<file path="src/sv/rational_arithmetic_unit_defines.svh">
// Assertion macros for the rational arithmetic unit.
`ifndef RATIONAL_ARITHMETIC_UNIT_DEFINES_SVH
`define RATIONAL_ARITHMETIC_UNIT_DEFINES_SVH
// Implication check under synchronous reset.
`define RAU_ASSERT_IMP(lbl, ante, cons) \
  lbl: assert property (@(posedge clk) disable iff (!rst_n) (ante) |-> (cons)) \
    else $error("rau check failed");
// Next-cycle implication check.
`define RAU_ASSERT_NXT(lbl, ante, cons) \
  lbl: assert property (@(posedge clk) disable iff (!rst_n) (ante) |=> (cons)) \
    else $error("rau check failed");
`endif

</file>
<file path="src/sv/rau_pkg.sv">
// Package: types, constants and status codes for the rational arithmetic unit.
`timescale 1ns / 1ps
package rau_pkg;
  localparam int VALUE_WIDTH = 32;
  localparam int MAG_W = 64;

  typedef enum logic [2:0] {
    OP_NORM = 3'd0, OP_ADD = 3'd1, OP_SUB = 3'd2, OP_MUL = 3'd3,
    OP_DIV = 3'd4, OP_NEG = 3'd5, OP_EQ = 3'd6, OP_LT = 3'd7
  } op_t;

  typedef enum logic [1:0] {
    ST_OK = 2'd0, ST_ZERO_DEN = 2'd1, ST_OVERFLOW = 2'd2, ST_RSVD = 2'd3
  } status_t;

  typedef struct packed {
    logic [2:0]         operation;
    logic signed [31:0] a_num;
    logic signed [31:0] a_den;
    logic signed [31:0] b_num;
    logic signed [31:0] b_den;
  } in_beat_t;

  typedef struct packed {
    logic signed [31:0] res_num;
    logic [30:0]        res_den;
    logic               compare_true;
    logic [1:0]         status;
  } out_beat_t;

  // Classified job handed from the front part to the back part.
  typedef struct packed {
    logic             direct;   // result already final
    out_beat_t        res;      // final result if direct
    op_t              op;
    logic             na;       // sign of a
    logic             nb;       // sign of b
    logic [31:0]      an;       // magnitudes
    logic [31:0]      ad;
    logic [31:0]      bn;
    logic [31:0]      bd;
  } job_t;

  localparam int QDEPTH = 2;
endpackage

</file>
<file path="src/sv/rau_queue.sv">
// Short job queue between the front and back parts.
`timescale 1ns / 1ps
`include "rational_arithmetic_unit_defines.svh"
module rau_queue (
  input  logic          clk,
  input  logic          rst_n,
  input  logic          push,
  input  rau_pkg::job_t push_data,
  input  logic          pop,
  output logic          full,
  output logic          not_empty,
  output rau_pkg::job_t head
);
  import rau_pkg::*;

  job_t         mem_r [QDEPTH];
  logic         wp_r, rp_r;
  logic [1:0]   cnt_r;

  assign full      = (cnt_r == 2'(QDEPTH));
  assign not_empty = (cnt_r != 2'd0);
  assign head      = mem_r[rp_r];

  always_ff @(posedge clk) begin
    if (push) mem_r[wp_r] <= push_data;
    if (!rst_n) begin
      wp_r <= 1'b0; rp_r <= 1'b0; cnt_r <= 2'd0;
    end else begin
      if (push) wp_r <= ~wp_r;
      if (pop)  rp_r <= ~rp_r;
      cnt_r <= cnt_r + 2'(push) - 2'(pop);
    end
  end

  `RAU_ASSERT_IMP(a_no_overflow, full, !push)
  `RAU_ASSERT_IMP(a_no_underflow, !not_empty, !pop)
  `RAU_ASSERT_IMP(a_cnt_range, 1'b1, cnt_r <= 2'(QDEPTH))
endmodule

</file>
<file path="config.mk">
export PLATFORM = sky130hd
export DESIGN_NAME = rau_queue
export DESIGN_NICKNAME = d
export VERILOG_FILES = /design/src/sv/rau_pkg.sv /design/src/sv/rau_queue.sv
export VERILOG_INCLUDE_DIRS = /design/src /design/src/sv
export SDC_FILE = /design/constraint.sdc
export NUM_CORES = 1
export LEC_CHECK = 0
export BUFFER_PORTS_ARGS = -buffer_cell sky130_fd_sc_hd__buf_2
export CAP_MARGIN = 20
export CORE_MARGIN = 4
export CORE_UTILIZATION = 40
export CTS_BUF_LIST = sky130_fd_sc_hd__clkbuf_2 sky130_fd_sc_hd__clkbuf_4 sky130_fd_sc_hd__clkbuf_8
export CTS_CLUSTER_SIZE = 40
export DETAILED_ROUTE_END_ITERATION = 7
export PLACE_DENSITY_LB_ADDON = 0.15
export SLEW_MARGIN = 20
export SYNTH_ARGS = -nofsm -noshare
export SYNTH_HDL_FRONTEND = slang
export SYNTH_SLANG_ARGS = --single-unit
</file>
<file path="constraint.sdc">
create_clock -name clk -period 19.1 [get_ports clk]
set_input_delay 3.82 -clock clk [delete_from_list [all_inputs] [get_ports clk]]
set_output_delay 3.82 -clock clk [all_outputs]
set_load 0.03 [all_outputs]
</file>
== After elaboration in Yosys (flattened, before gate mapping) ==
Memory sizes are Yosys's and may differ from the RTL's. A register that Yosys moved wholly into a read port is not among the register bits.
Cells that the tools add are included.

* Input bits: 204
* Register bits after elaboration: 4
* Word-level logic and storage cells: 14
* Memories kept: 1
* Bits in writable memories: 400
* Output and inout bits: 202

{| class="wikitable"
|+ Memory list
! memory !! words !! width !! read ports !! clocked after memory_dff !! write ports !! line !! text
|-
| mem_r || 2 || 200 || 1 || 1 || 1 || rau_queue.sv:16 || <nowiki>job_t mem_r [QDEPTH];</nowiki>
|}

* Eq/ne operators: 1
* Multiplexer cells: 4
* Add/sub/neg operators: 2
* Reduce and logical (&&, ||, !) cells: 1
* Bitwise operators: 2

{| class="wikitable"
|+ Operator list
! kind !! count
|-
| two-way mux 1 bit || 4
|-
| adder 2 x 1 -> 2 bit || 1
|-
| equality test 2 bit, second input constant || 1
|-
| NOT 1 bit || 2
|-
| nonzero test 2 bit || 1
|-
| subtractor 2 x 1 -> 2 bit || 1
|}

== Logic depth before layout (Yosys ltp) ==
* Word-level depth: 3
* Gate-level depth with buffers: 6
* Depth with buffers taken out: 6

== Worst setup path before layout ==
OpenSTA, ideal clock, no wires.

* Path type: input-to-reg
* Start point: in push
* End point: reg wp_r
* Stages on the path: 2
* Data required time: 19.001 ns
* Slack: 5.826 ns
* Data arrival time: 13.175 ns
* Buffers on the path: 0
* Library setup time: 0.099 ns
* Path through: nor2b_1 o21a_1

{| class="wikitable"
|+ RTL lines
! element !! line !! text
|-
| from (decl) || rau_queue.sv:7 || <nowiki>input logic push,</nowiki>
|-
| to (signal assigned) || rau_queue.sv:29 || <nowiki>if (push) wp_r <= ~wp_r;</nowiki>
|-
| to (decl) || rau_queue.sv:17 || <nowiki>logic wp_r, rp_r;</nowiki>
|}

==> key figures <==
Outcome
  • Status: finished clean

STA
  • Skew final: 0.0142 ns
  • Max-slew headroom: 0.329
  • # setup viols final: 0
  • Maximum clock frequency: 0.144 GHz
  • Final Hold Vio Count: 0
  • Setup TNS: 0 ns
  • Slew Limit Fails: 0
  • PnR worst setup slack: 12.16 ns
  • Unrepaired setup endpoints after global routing: no
  • Period utilisation layout: 0.364
  • Worst Tran Pin Value: 1.01 ns
  • Final min period: 6.94 ns

Global routing
  • Number of global-route vias before repair: 8,109
  • Largest net degree at the start of global routing: 72
  • Global router's overall resource usage: 0.155
  • Antenna violations before repair: 8
  • First-pass GRT wire length: 47.7 mm
  • Grt ovf: 0

Layout
  • Fin nets: 1,311
  • Final Cell Area: 18,500 µm²
  • P&R area growth vs syn: 25.3%
  • Layout cell share with drive strength beyond 1: 0.628

Clocking
  • H-tree levels: 3
  • Reg clk slew, reported paths: 0.05 ns
  • Max Buffers Root-to-Sink: 3
  • Root Driver: clkbuf_8
  • Post-CTS Resized: 0
  • Clock tree sinks: 405
  • Hold Buf Count CTS: 0
  • CTS tree: yes
  • Clk Latency, worst-skew pair: 0.60 ns
  • Buffer count from post-CTS setup fixing: 0
  • CTS buffer count: 69

Placed design
  • PortBufs: 405
  • Final RePlAce weighted congestion: 0.717
  • Hpwl dp: 20.6 mm
  • Setup Slack @ Placement: 12.20 ns
  • Placed instance area: 17,200 µm²

Synth
  • Cell count after synthesis: 643
  • Distinct cells, synth: 13
  • Synth Net Count: 849
  • Ys Warns: 0
  • Syn avg cell area: 23.0 µm²
  • Post-synthesis cell area: 14,800 µm²
  • Register bit count reported by yosys: 405
  • Sequential area share after synthesis: 0.819

Critical path
  • Reg2reg end: mem_r[0][27]$_DFFE_PP_
  • Worst Setup EP: head[146]
  • R2r setup slk: 16.33 ns
  • Setup crit end kind: output port
  • Startpoint types: register
  • Worst R2R Start: wp_r$_SDFFE_PN0P_
  • CP max-delay cell: dfxtp_4
  • CP required: 15.28 ns
  • R2r worst-path depth: 3
  • CP Class: register to output port
  • WP data arrival: 3.12 ns
  • Crit path largest cell delay: 0.95 ns
  • Crit-path cells: buf_4, mux2_2, buf_2
  • Maximum fanout along the worst path: 69

Job
  • Max_cap viols: 0

Floorplan
  • Core footprint: 36,500 µm²
  • Die ar.: 40,100 µm²
  • Initial core utilization: 0.405
  • Vert. Die Dim: 200 µm
  • DIE WIDTH: 200 µm
  • Rows: 70
  • Io pins: 406

Power
  • Pwr dens: 111 nW/µm²
  • Peak supply drop: 70.5 µV
  • Leak: 0.00695 µW
  • Power, Total: 2060 µW

Drt
  • Drt wl/cell: 19.7 µm
  • Routed Antenna Nets: 0
  • Routed wire length: 32.0 mm
  • DRC: 0
  • Vias per cell: 4.66
  • DRT Pass-1 Iters: 4
  • DRT iter0 DRCs: 357
  • Vias: 7,566

Hold path
  • Worst hold-check path type: register to register
[worst min path at each step]
stage | start | to | slack [ns] | cells past startpoint
floorplan | rp_r$_SDFFE_PN0P_ | register | 0.55 | 2
global placement | rp_r$_SDFFE_PN0P_ | register | 0.56 | 2
detailed placement | rp_r$_SDFFE_PN0P_ | register | 0.56 | 2
CTS | rp_r$_SDFFE_PN0P_ | register | 0.57 | 2
global route | rp_r$_SDFFE_PN0P_ | rp_r$_SDFFE_PN0P_ | 0.62 | 2
finish | rp_r$_SDFFE_PN0P_ | register | 0.57 | 2
[critical path: cells and delay by family, from the launching register on]
| kind | cells | cell delay [ns] |
|---|---|---|
| buf+inv | 2 | 1.03 |
| mux | 1 | 0.44 |
| flops | 1 | 0.95 |
[registers in the layout, indices dropped and copies added (netlist names), named ones only]
register / count
mem_r: 400
rp_r: 1
cnt_r: 2
wp_r: 1
[cell usage in the layout, fill, tap and decap left out, types with 3 or more instances in the layout]
cell,netlist,layout
dfxtp_1,5,4
edfxtp_1,400,400
clkinvlp_4,0,5
and2_1,4,3
buf_2,0,405
clkbuf_4,0,25
mux2_2,200,200
nor2b_1,4,3
clkbuf_8,20,71
clkinv_2,0,5
buf_4,0,7
clkinv_1,0,12
[metal layers]
layer,share of wire,GRT usage
met5,0.0025,0
met4,0.030,0.0607
met3,0.092,0.0725
met2,0.51,0.261
met1,0.37,0.173
[area by class of cell]
cell class              count  area (µm²)
diodes                      2        5.00
clock buffers              96        1160
clock inverters            24         168
fillers                  3118       18000
inverters                   2        7.51
multi-input cells         214        2380
flip-flops and latches    405       12100
well taps                 468         586
repair buffers            413        2110
[synthesized netlist by cell type]
cell        n  share of area
nor2b_1     4         0.0017
clkbuf_8   20          0.019
xnor3_1     1         0.0015
dfxtp_1     5         0.0068
mux2_2    200           0.15
xor2_1      1        0.00059
ha_1        2         0.0017
buf_6       2         0.0015
or2_2       1        0.00042
edfxtp_1  400           0.81
inv_1       2        0.00051
and2_1      4         0.0017
o21a_1      1        0.00051
[cell families after synthesis]
group / count (synthesis) / synth area share
DFF: 405 / 0.819
muxes: 200 / 0.152
buffers and inverters: 24 / 0.0206
and+or+nand+nor: 9 / 0.00381
xor gates and xnor gates: 2 / 0.00212
adders and majority gates: 2 / 0.00169
AOI/OAI and AO/OA: 1 / 0.000508
[stage by stage]
stage	hold slack, ns	cells	util
detailed placement	0.556	1501	0.470
floorplan	0.555	643	-
CTS	0.569	1621	0.507
global placement	0.559	1501	0.470
global route	0.621	1623	0.507
finish	0.569	1624	0.508
[power by group]
group	switching [µW]	internal, µW
clock	326	420
combinational	172	93.7
sequential	14.2	1030
No activity file was read; power rests on OpenSTA's default activity.
