File: src/sv/rational_arithmetic_unit_defines.svh
// Assertion macros for the rational arithmetic unit.
`ifndef RATIONAL_ARITHMETIC_UNIT_DEFINES_SVH
`define RATIONAL_ARITHMETIC_UNIT_DEFINES_SVH
// Implication check under synchronous reset.
`define RAU_ASSERT_IMP(lbl, ante, cons) \
  lbl: assert property (@(posedge clk) disable iff (!rst_n) (ante) |-> (cons)) \
    else $error("rau check failed");
// Next-cycle implication check.
`define RAU_ASSERT_NXT(lbl, ante, cons) \
  lbl: assert property (@(posedge clk) disable iff (!rst_n) (ante) |=> (cons)) \
    else $error("rau check failed");
`endif

File: src/sv/rau_pkg.sv
// Package: types, constants and status codes for the rational arithmetic unit.
`timescale 1ns / 1ps
package rau_pkg;
  localparam int VALUE_WIDTH = 32;
  localparam int MAG_W = 64;

  typedef enum logic [2:0] {
    OP_NORM = 3'd0, OP_ADD = 3'd1, OP_SUB = 3'd2, OP_MUL = 3'd3,
    OP_DIV = 3'd4, OP_NEG = 3'd5, OP_EQ = 3'd6, OP_LT = 3'd7
  } op_t;

  typedef enum logic [1:0] {
    ST_OK = 2'd0, ST_ZERO_DEN = 2'd1, ST_OVERFLOW = 2'd2, ST_RSVD = 2'd3
  } status_t;

  typedef struct packed {
    logic [2:0]         operation;
    logic signed [31:0] a_num;
    logic signed [31:0] a_den;
    logic signed [31:0] b_num;
    logic signed [31:0] b_den;
  } in_beat_t;

  typedef struct packed {
    logic signed [31:0] res_num;
    logic [30:0]        res_den;
    logic               compare_true;
    logic [1:0]         status;
  } out_beat_t;

  // Classified job handed from the front part to the back part.
  typedef struct packed {
    logic             direct;   // result already final
    out_beat_t        res;      // final result if direct
    op_t              op;
    logic             na;       // sign of a
    logic             nb;       // sign of b
    logic [31:0]      an;       // magnitudes
    logic [31:0]      ad;
    logic [31:0]      bn;
    logic [31:0]      bd;
  } job_t;

  localparam int QDEPTH = 2;
endpackage

File: src/sv/rau_front.sv
// Front part: takes the operand beat, extracts magnitudes and screens zero denominators.
`timescale 1ns / 1ps
module rau_front (
  input  logic              clk,
  input  logic              rst_n,
  input  logic              start,
  input  rau_pkg::in_beat_t in_beat,
  input  logic              q_full,
  output logic              busy,
  output logic              q_push,
  output rau_pkg::job_t     q_data
);
  import rau_pkg::*;

  logic        vld_r;
  in_beat_t    hold_r;
  logic        an_s, ad_s, bn_s, bd_s;
  logic [31:0] an_m, ad_m, bn_m, bd_m;
  logic        uses_b;
  op_t         op;

  function automatic logic [31:0] fld_mag(input logic [31:0] raw);
    logic [VALUE_WIDTH-1:0] v;
    logic [VALUE_WIDTH-1:0] m;
    v = raw[VALUE_WIDTH-1:0];
    m = v[VALUE_WIDTH-1] ? (~v + 1'b1) : v;
    return 32'(m);
  endfunction

  assign busy = vld_r;

  always_ff @(posedge clk) begin
    if (!rst_n) begin
      vld_r <= 1'b0;
    end else if (start && !busy) begin
      vld_r  <= 1'b1;
      hold_r <= in_beat;
    end else if (vld_r && !q_full) begin
      vld_r <= 1'b0;
    end
  end

  assign op   = op_t'(hold_r.operation);
  assign an_s = hold_r.a_num[VALUE_WIDTH-1];
  assign ad_s = hold_r.a_den[VALUE_WIDTH-1];
  assign bn_s = hold_r.b_num[VALUE_WIDTH-1];
  assign bd_s = hold_r.b_den[VALUE_WIDTH-1];
  assign an_m = fld_mag(hold_r.a_num);
  assign ad_m = fld_mag(hold_r.a_den);
  assign bn_m = fld_mag(hold_r.b_num);
  assign bd_m = fld_mag(hold_r.b_den);
  assign uses_b = (op != OP_NORM) && (op != OP_NEG);

  assign q_push = vld_r && !q_full;

  always_comb begin
    q_data        = '0;
    q_data.op     = op;
    q_data.na     = an_s ^ ad_s;
    q_data.nb     = bn_s ^ bd_s;
    q_data.an     = an_m;
    q_data.ad     = ad_m;
    q_data.bn     = bn_m;
    q_data.bd     = bd_m;
    if (ad_m == '0 || (uses_b && bd_m == '0) || (op == OP_DIV && bn_m == '0)) begin
      q_data.direct     = 1'b1;
      q_data.res.status = ST_ZERO_DEN;
    end
  end
endmodule

File: config.mk
export PLATFORM = sky130hd
export DESIGN_NAME = rau_front
export DESIGN_NICKNAME = d
export VERILOG_FILES = /design/src/sv/rational_arithmetic_unit_defines.svh /design/src/sv/rau_pkg.sv /design/src/sv/rau_front.sv
export SDC_FILE = /design/constraint.sdc
export NUM_CORES = 1
export LEC_CHECK = 0
export BUFFER_PORTS_ARGS = -buffer_cell sky130_fd_sc_hd__buf_2
export CORE_AREA = 2 2 130 132
export CTS_CLUSTER_SIZE = 25
export DETAILED_ROUTE_END_ITERATION = 8
export DIE_AREA = 0 0 132 134
export PLACE_DENSITY = 0.88
export SYNTH_ARGS = -nofsm -noshare
export SYNTH_HDL_FRONTEND = slang
export SYNTH_SLANG_ARGS = --single-unit
File: constraint.sdc
create_clock -name clk -period 12 [get_ports clk]
set_input_delay 1.8 -clock clk [delete_from_list [all_inputs] [get_ports clk]]
set_output_delay 1.8 -clock clk [all_outputs]
set_load 0.05 [all_outputs]
# Yosys cells after proc, flatten, opt, wreduce, memory -nomap -nowiden
# Cells that the tools add are included.
[totals] reg_bits=132 out_inout_bits=202 word_cells=41 inputBits=135
[op_classes] muxes=8 n_eq_ne=2 n_addsub=4 reduce_logical=15 n_bitwise=6
[op_table] cell="$add A32 B1 Y32 const B" n=4
[op_table] cell="$mux W32" n=4
[op_table] cell="$not A32 Y32" n=4
[op_table] cell="$logic_not A32 Y1" n=3
[op_table] cell="$logic_and A1 B1 Y1" n=5
[op_table] cell="$mux W1" n=4
[op_table] cell="$eq A3 B3 Y1 const B" n=1
[op_table] cell="$ne A3 B3 Y1 const B" n=1
[op_table] cell="$reduce_bool A3 Y1" n=1
[op_table] cell="$logic_not A1 Y1" n=2
[op_table] cell="$logic_or A1 B1 Y1" n=2
[op_table] cell="$reduce_and A2 Y1" n=1
[op_table] cell="$reduce_bool A2 Y1" n=1
[op_table] cell="$xor A1 B1 Y1" n=2

# Depth between registers and ports, before layout
[logic_depth] depth_word=8 ltp_mapped=12 mapped_depth_nobuf=10

# Worst setup path after synthesis
# No wires, ideal clock.
[synth_path] path_kind="register to output" startpoint="register hold_r[70] in the netlist's numbering" endpoint="output q_data[199] in the netlist's numbering" required_ns=10.200 path_buffers=2 stages_incl_launch_ff=11 path_slack_ns=5.875 arrival_ns=4.325 path_cell_list="edfxtp_1 -> or3_1 -> buf_2 -> or4_1 -> nor4_1 -> or3_1 -> or4_1 -> nor4_1 -> nand4_1 -> nand3_1 -> buf_4"
[synth_rtl] item="start, declared" line_no="rau_front.sv:16" text="in_beat_t hold_r;"
[synth_rtl] item="start signal, assigned" line_no="rau_front.sv:37" text="hold_r <= in_beat;"
[synth_rtl] item="end, declared" line_no="rau_front.sv:11" text="output rau_pkg::job_t q_data"

==> key figures <==
Run status
  – Status: finished with violations
  – Violated checks: design-rule violations

Die
  – DIE AREA: 17700 sq um
  – Die height: approximately 130 um
  – FP Rows: 47
  – Die span in x: between 100 and 150 um
  – Initial Util: between 40% and 50%
  – I/O pins: roughly 340
  – Total core area: approximately 16000 sq um

Placed design
  – Post-DP HPWL: roughly 16000 um
  – PortBufs: around 270
  – Cells after DPL: between 1000 and 1500
  – Routability cong.: 0.980

Global route
  – Total track usage: about a quarter
  – Initial antenna violation count: 4
  – Largest net degree at the start of global routing: between 70 and 80
  – Vias in the first global route: 6124
  – First-pass GRT wire length: around 32000 um
  – Total grt overflow: 0

Worst hold path
  – Hold depth: 2
  – Hold Crit Class: reg2reg

STA
  – RSZ-0062 raised after global routing: no
  – Relative slew slack: 28.3%
  – Final Max Tran Viols: 0
  – Max Freq: ~0.17 GHz
  – Setup TNS: 0 ns
  – Final setup viols: 0
  – Layout Skew: 0.0152 ns
  – Shortest period the worst path allows: roughly 6.0 ns
  – Final Cycle Share: around 50%
  – Final hold viol count: 0
  – Worst Tran Pin Value: 1.08 ns

Detailed routing
  – WL per Instance: between 15 and 20 um
  – Via count: around 6600
  – Vias per inst: 5.48
  – Final WL: around 21000 um
  – Antenna Nets Post-Route: 0
  – Initial drt markers: approximately 470
  – DRT Pass-1 Iters: 9
  – Residual DRC count: 2

CTS
  – Htree depth: 4
  – Root Driver: clkbuf_16
  – CTS tree: done
  – TritonCTS Buffers: 17
  – PostCTS Resize Cnt: 0
  – Clock-pin slew on the worst setup and hold paths: roughly 0.06 ns
  – Later-pin clock latency in the skew report: between 0.4 and 0.5 ns
  – Post-CTS setup buffers: 0
  – Clk sink count: around 130
  – Maximum buffer depth of the clock tree: 2
  – Cts hold-fix bufs: 0

Critical path
  – Crit path DAT: roughly 4.3 ns
  – R2R setup slack: between 9 and 10 ns
  – CP Max Fanout: 34
  – Startpoint types: flop
  – RR Endpoint: hold_r[62]
  – Worst Setup EP: q_data[133]
  – Crit path kind: reg2out
  – Logic depth of the worst register-to-register path: 2
  – Data required time of the worst path: approximately 10 ns
  – Crit end category: output pin
  – Critical path startpoint: bd_s
  – Reg-to-reg startpoint: busy

Pwr
  – Pint: between 800 and 900 uW
  – Max VDD drop: roughly 0.0001 V
  – P_sw: between 400 and 500 uW
  – PwrDens: 136 nW/um^2
  – Total power: 1.33 mW
  – Leak: around 3.7 nW
  – Comb pwr share: between 20% and 30%
  – Sequential Power Share: between 40% and 50%
  – Clock power frac: 36.1%
  – Switching part of the total power: approximately a third

Logic synthesis
  – Mapped cell area: a little over 8000 sq um
  – Avg Inst Size Synth: ~11 sq um
  – Synth async-reset ratio: 0%
  – Yosys warnings: 0
  – Synth unique cells: 65
  – #FFs+latches synth: about 130
  – Post-synth EDFFs: roughly 130
  – Synth Flop Type: edfxtp_1
  – Seq/Total Area, Yosys: approximately half
  – Synthesized instance count: around 700

Finish
  – Sequential standard cell area: about 4000 sq um
  – Nets@finish: roughly 1100
  – Finished Layout Cells: 1207
  – Fillers: 1318
  – Final core utilization: 60.2%
  – P&R area growth vs syn: 21.9%
  – Fraction of layout cells with a size suffix above 1: between 30 and 40%
  – Footprint of the multi-input gates: roughly 3600 sq um

Run
  – Max Cap Viol: 0
synth_stat cells, types with 11 or more instances:
library cell | instances | share of area, %
a21oi_1 | 11 | 0.68
edfxtp_1 | 131 | 49
nor4_1 | 18 | 1.4
inv_1 | 14 | 0.65
nor2_1 | 20 | 0.93
o41ai_1 | 15 | 1.6
o31ai_1 | 34 | 3.2
or3_1 | 29 | 2.3
o21ai_0 | 38 | 2.4
nor3_1 | 23 | 1.4
xnor2_1 | 109 | 12
or4_1 | 16 | 1.5
clkbuf_1 | 17 | 0.79
buf_4 | 73 | 6.8
nand2_1 | 34 | 1.6
cell usage in the layout (no fill, tap or decap), drive strengths merged, types with 4 or more instances in the layout:
cell type / n
buf: 273
edfxtp: 131
xnor2: 109
conb: 65
o21ai: 43
o31ai: 35
nand2: 35
or3: 29
nor3: 23
nor4: 22
inv: 22
nor2: 20
o41ai: 19
or4: 18
clkbuf: 17
a21oi: 11
nand3: 10
nand2b: 10
xor2: 9
or2: 9
nand4: 7
or4b: 6
diode: 4
nor2b: 4
nand4b: 4
ha: 4
clkinv: 4
stage by stage:
step	setup slack (ns)	cell area, sq um	hold WS [ns]
final	5.95	9810	0.580
after floorplan	5.87	8290	0.775
after CTS	5.98	9800	0.586
after global placement	6.53	9260	0.564
after detailed placement	6.43	9260	0.573
after global routing	5.68	9810	0.618
sequential cells by signal (all words and copies together) (netlist names):
register / count
ad_s: 1
an_s: 1
bd_s: 1
bn_s: 1
busy: 1
hold_r: 124
op: 3
power by group through the flow:
stage               logic [mW]  registers [mW]  clock network (mW)
global placement         0.292           0.564                   0
floorplan                0.247           0.558                   0
global route             0.308           0.559               0.511
finish                   0.295           0.557               0.482
CTS                      0.295           0.556               0.491
detailed placement       0.294           0.566                   0
cell type report:
| cell class | count | area share (%) |
|---|---|---|
| Antenna cell | 4 | 0.102 |
| Clock buffer | 17 | 4.34 |
| Clock inverter | 15 | 1.24 |
| Inverter | 14 | 0.536 |
| Multi-Input combinational cell | 532 | 36.7 |
| Sequential cell | 132 | 40.3 |
| Tap cell | 220 | 2.81 |
| Timing Repair Buffer | 273 | 14.0 |
layer usage:
layer	routed length [um]	up-vias	GRT usage [%]
met5	0	-	0
met4	547	0	9.60
met3	1490	41	4.46
met2	10900	352	41.3
met1	8340	3143	27.8
li1	-	3083	-
worst max-delay path: stages (launching register included):
cell	delay [ns]
edfxtp_1	1.03
inv_1	0.38
a21oi_1	0.25
xor2_1	0.11
or4b_1	0.52
or4b_1	0.52
or4_1	0.56
nand3_1	0.16
buf_2	0.28
worst min path at each step:
| stage | start | end | slack, ns |
|---|---|---|---|
| 2_1_floorplan | busy | busy | 0.78 |
| 3_3_place_gp | busy | busy | 0.56 |
| 3_5_place_dp | busy | busy | 0.57 |
| 4_1_cts | busy | busy | 0.59 |
| 5_1_grt | busy | busy | 0.62 |
| 6_report | busy | busy | 0.58 |
logic make-up after synthesis:
| kind of cell | count (synthesis) | share of synthesized area [%] |
|---|---|---|
| buffers and inverters | 120 | 9.14 |
| xor gates and xnor gates | 118 | 12.8 |
| AOI/OAI and AO/OA | 128 | 11.1 |
| other | 1 | 0.0466 |
| DFF | 132 | 49.1 |
| muxes | 4 | 0.544 |
| and+or+nand+nor | 213 | 16.5 |
| adders and majority gates | 4 | 0.622 |
No activity file was read; power rests on OpenSTA's default activity.
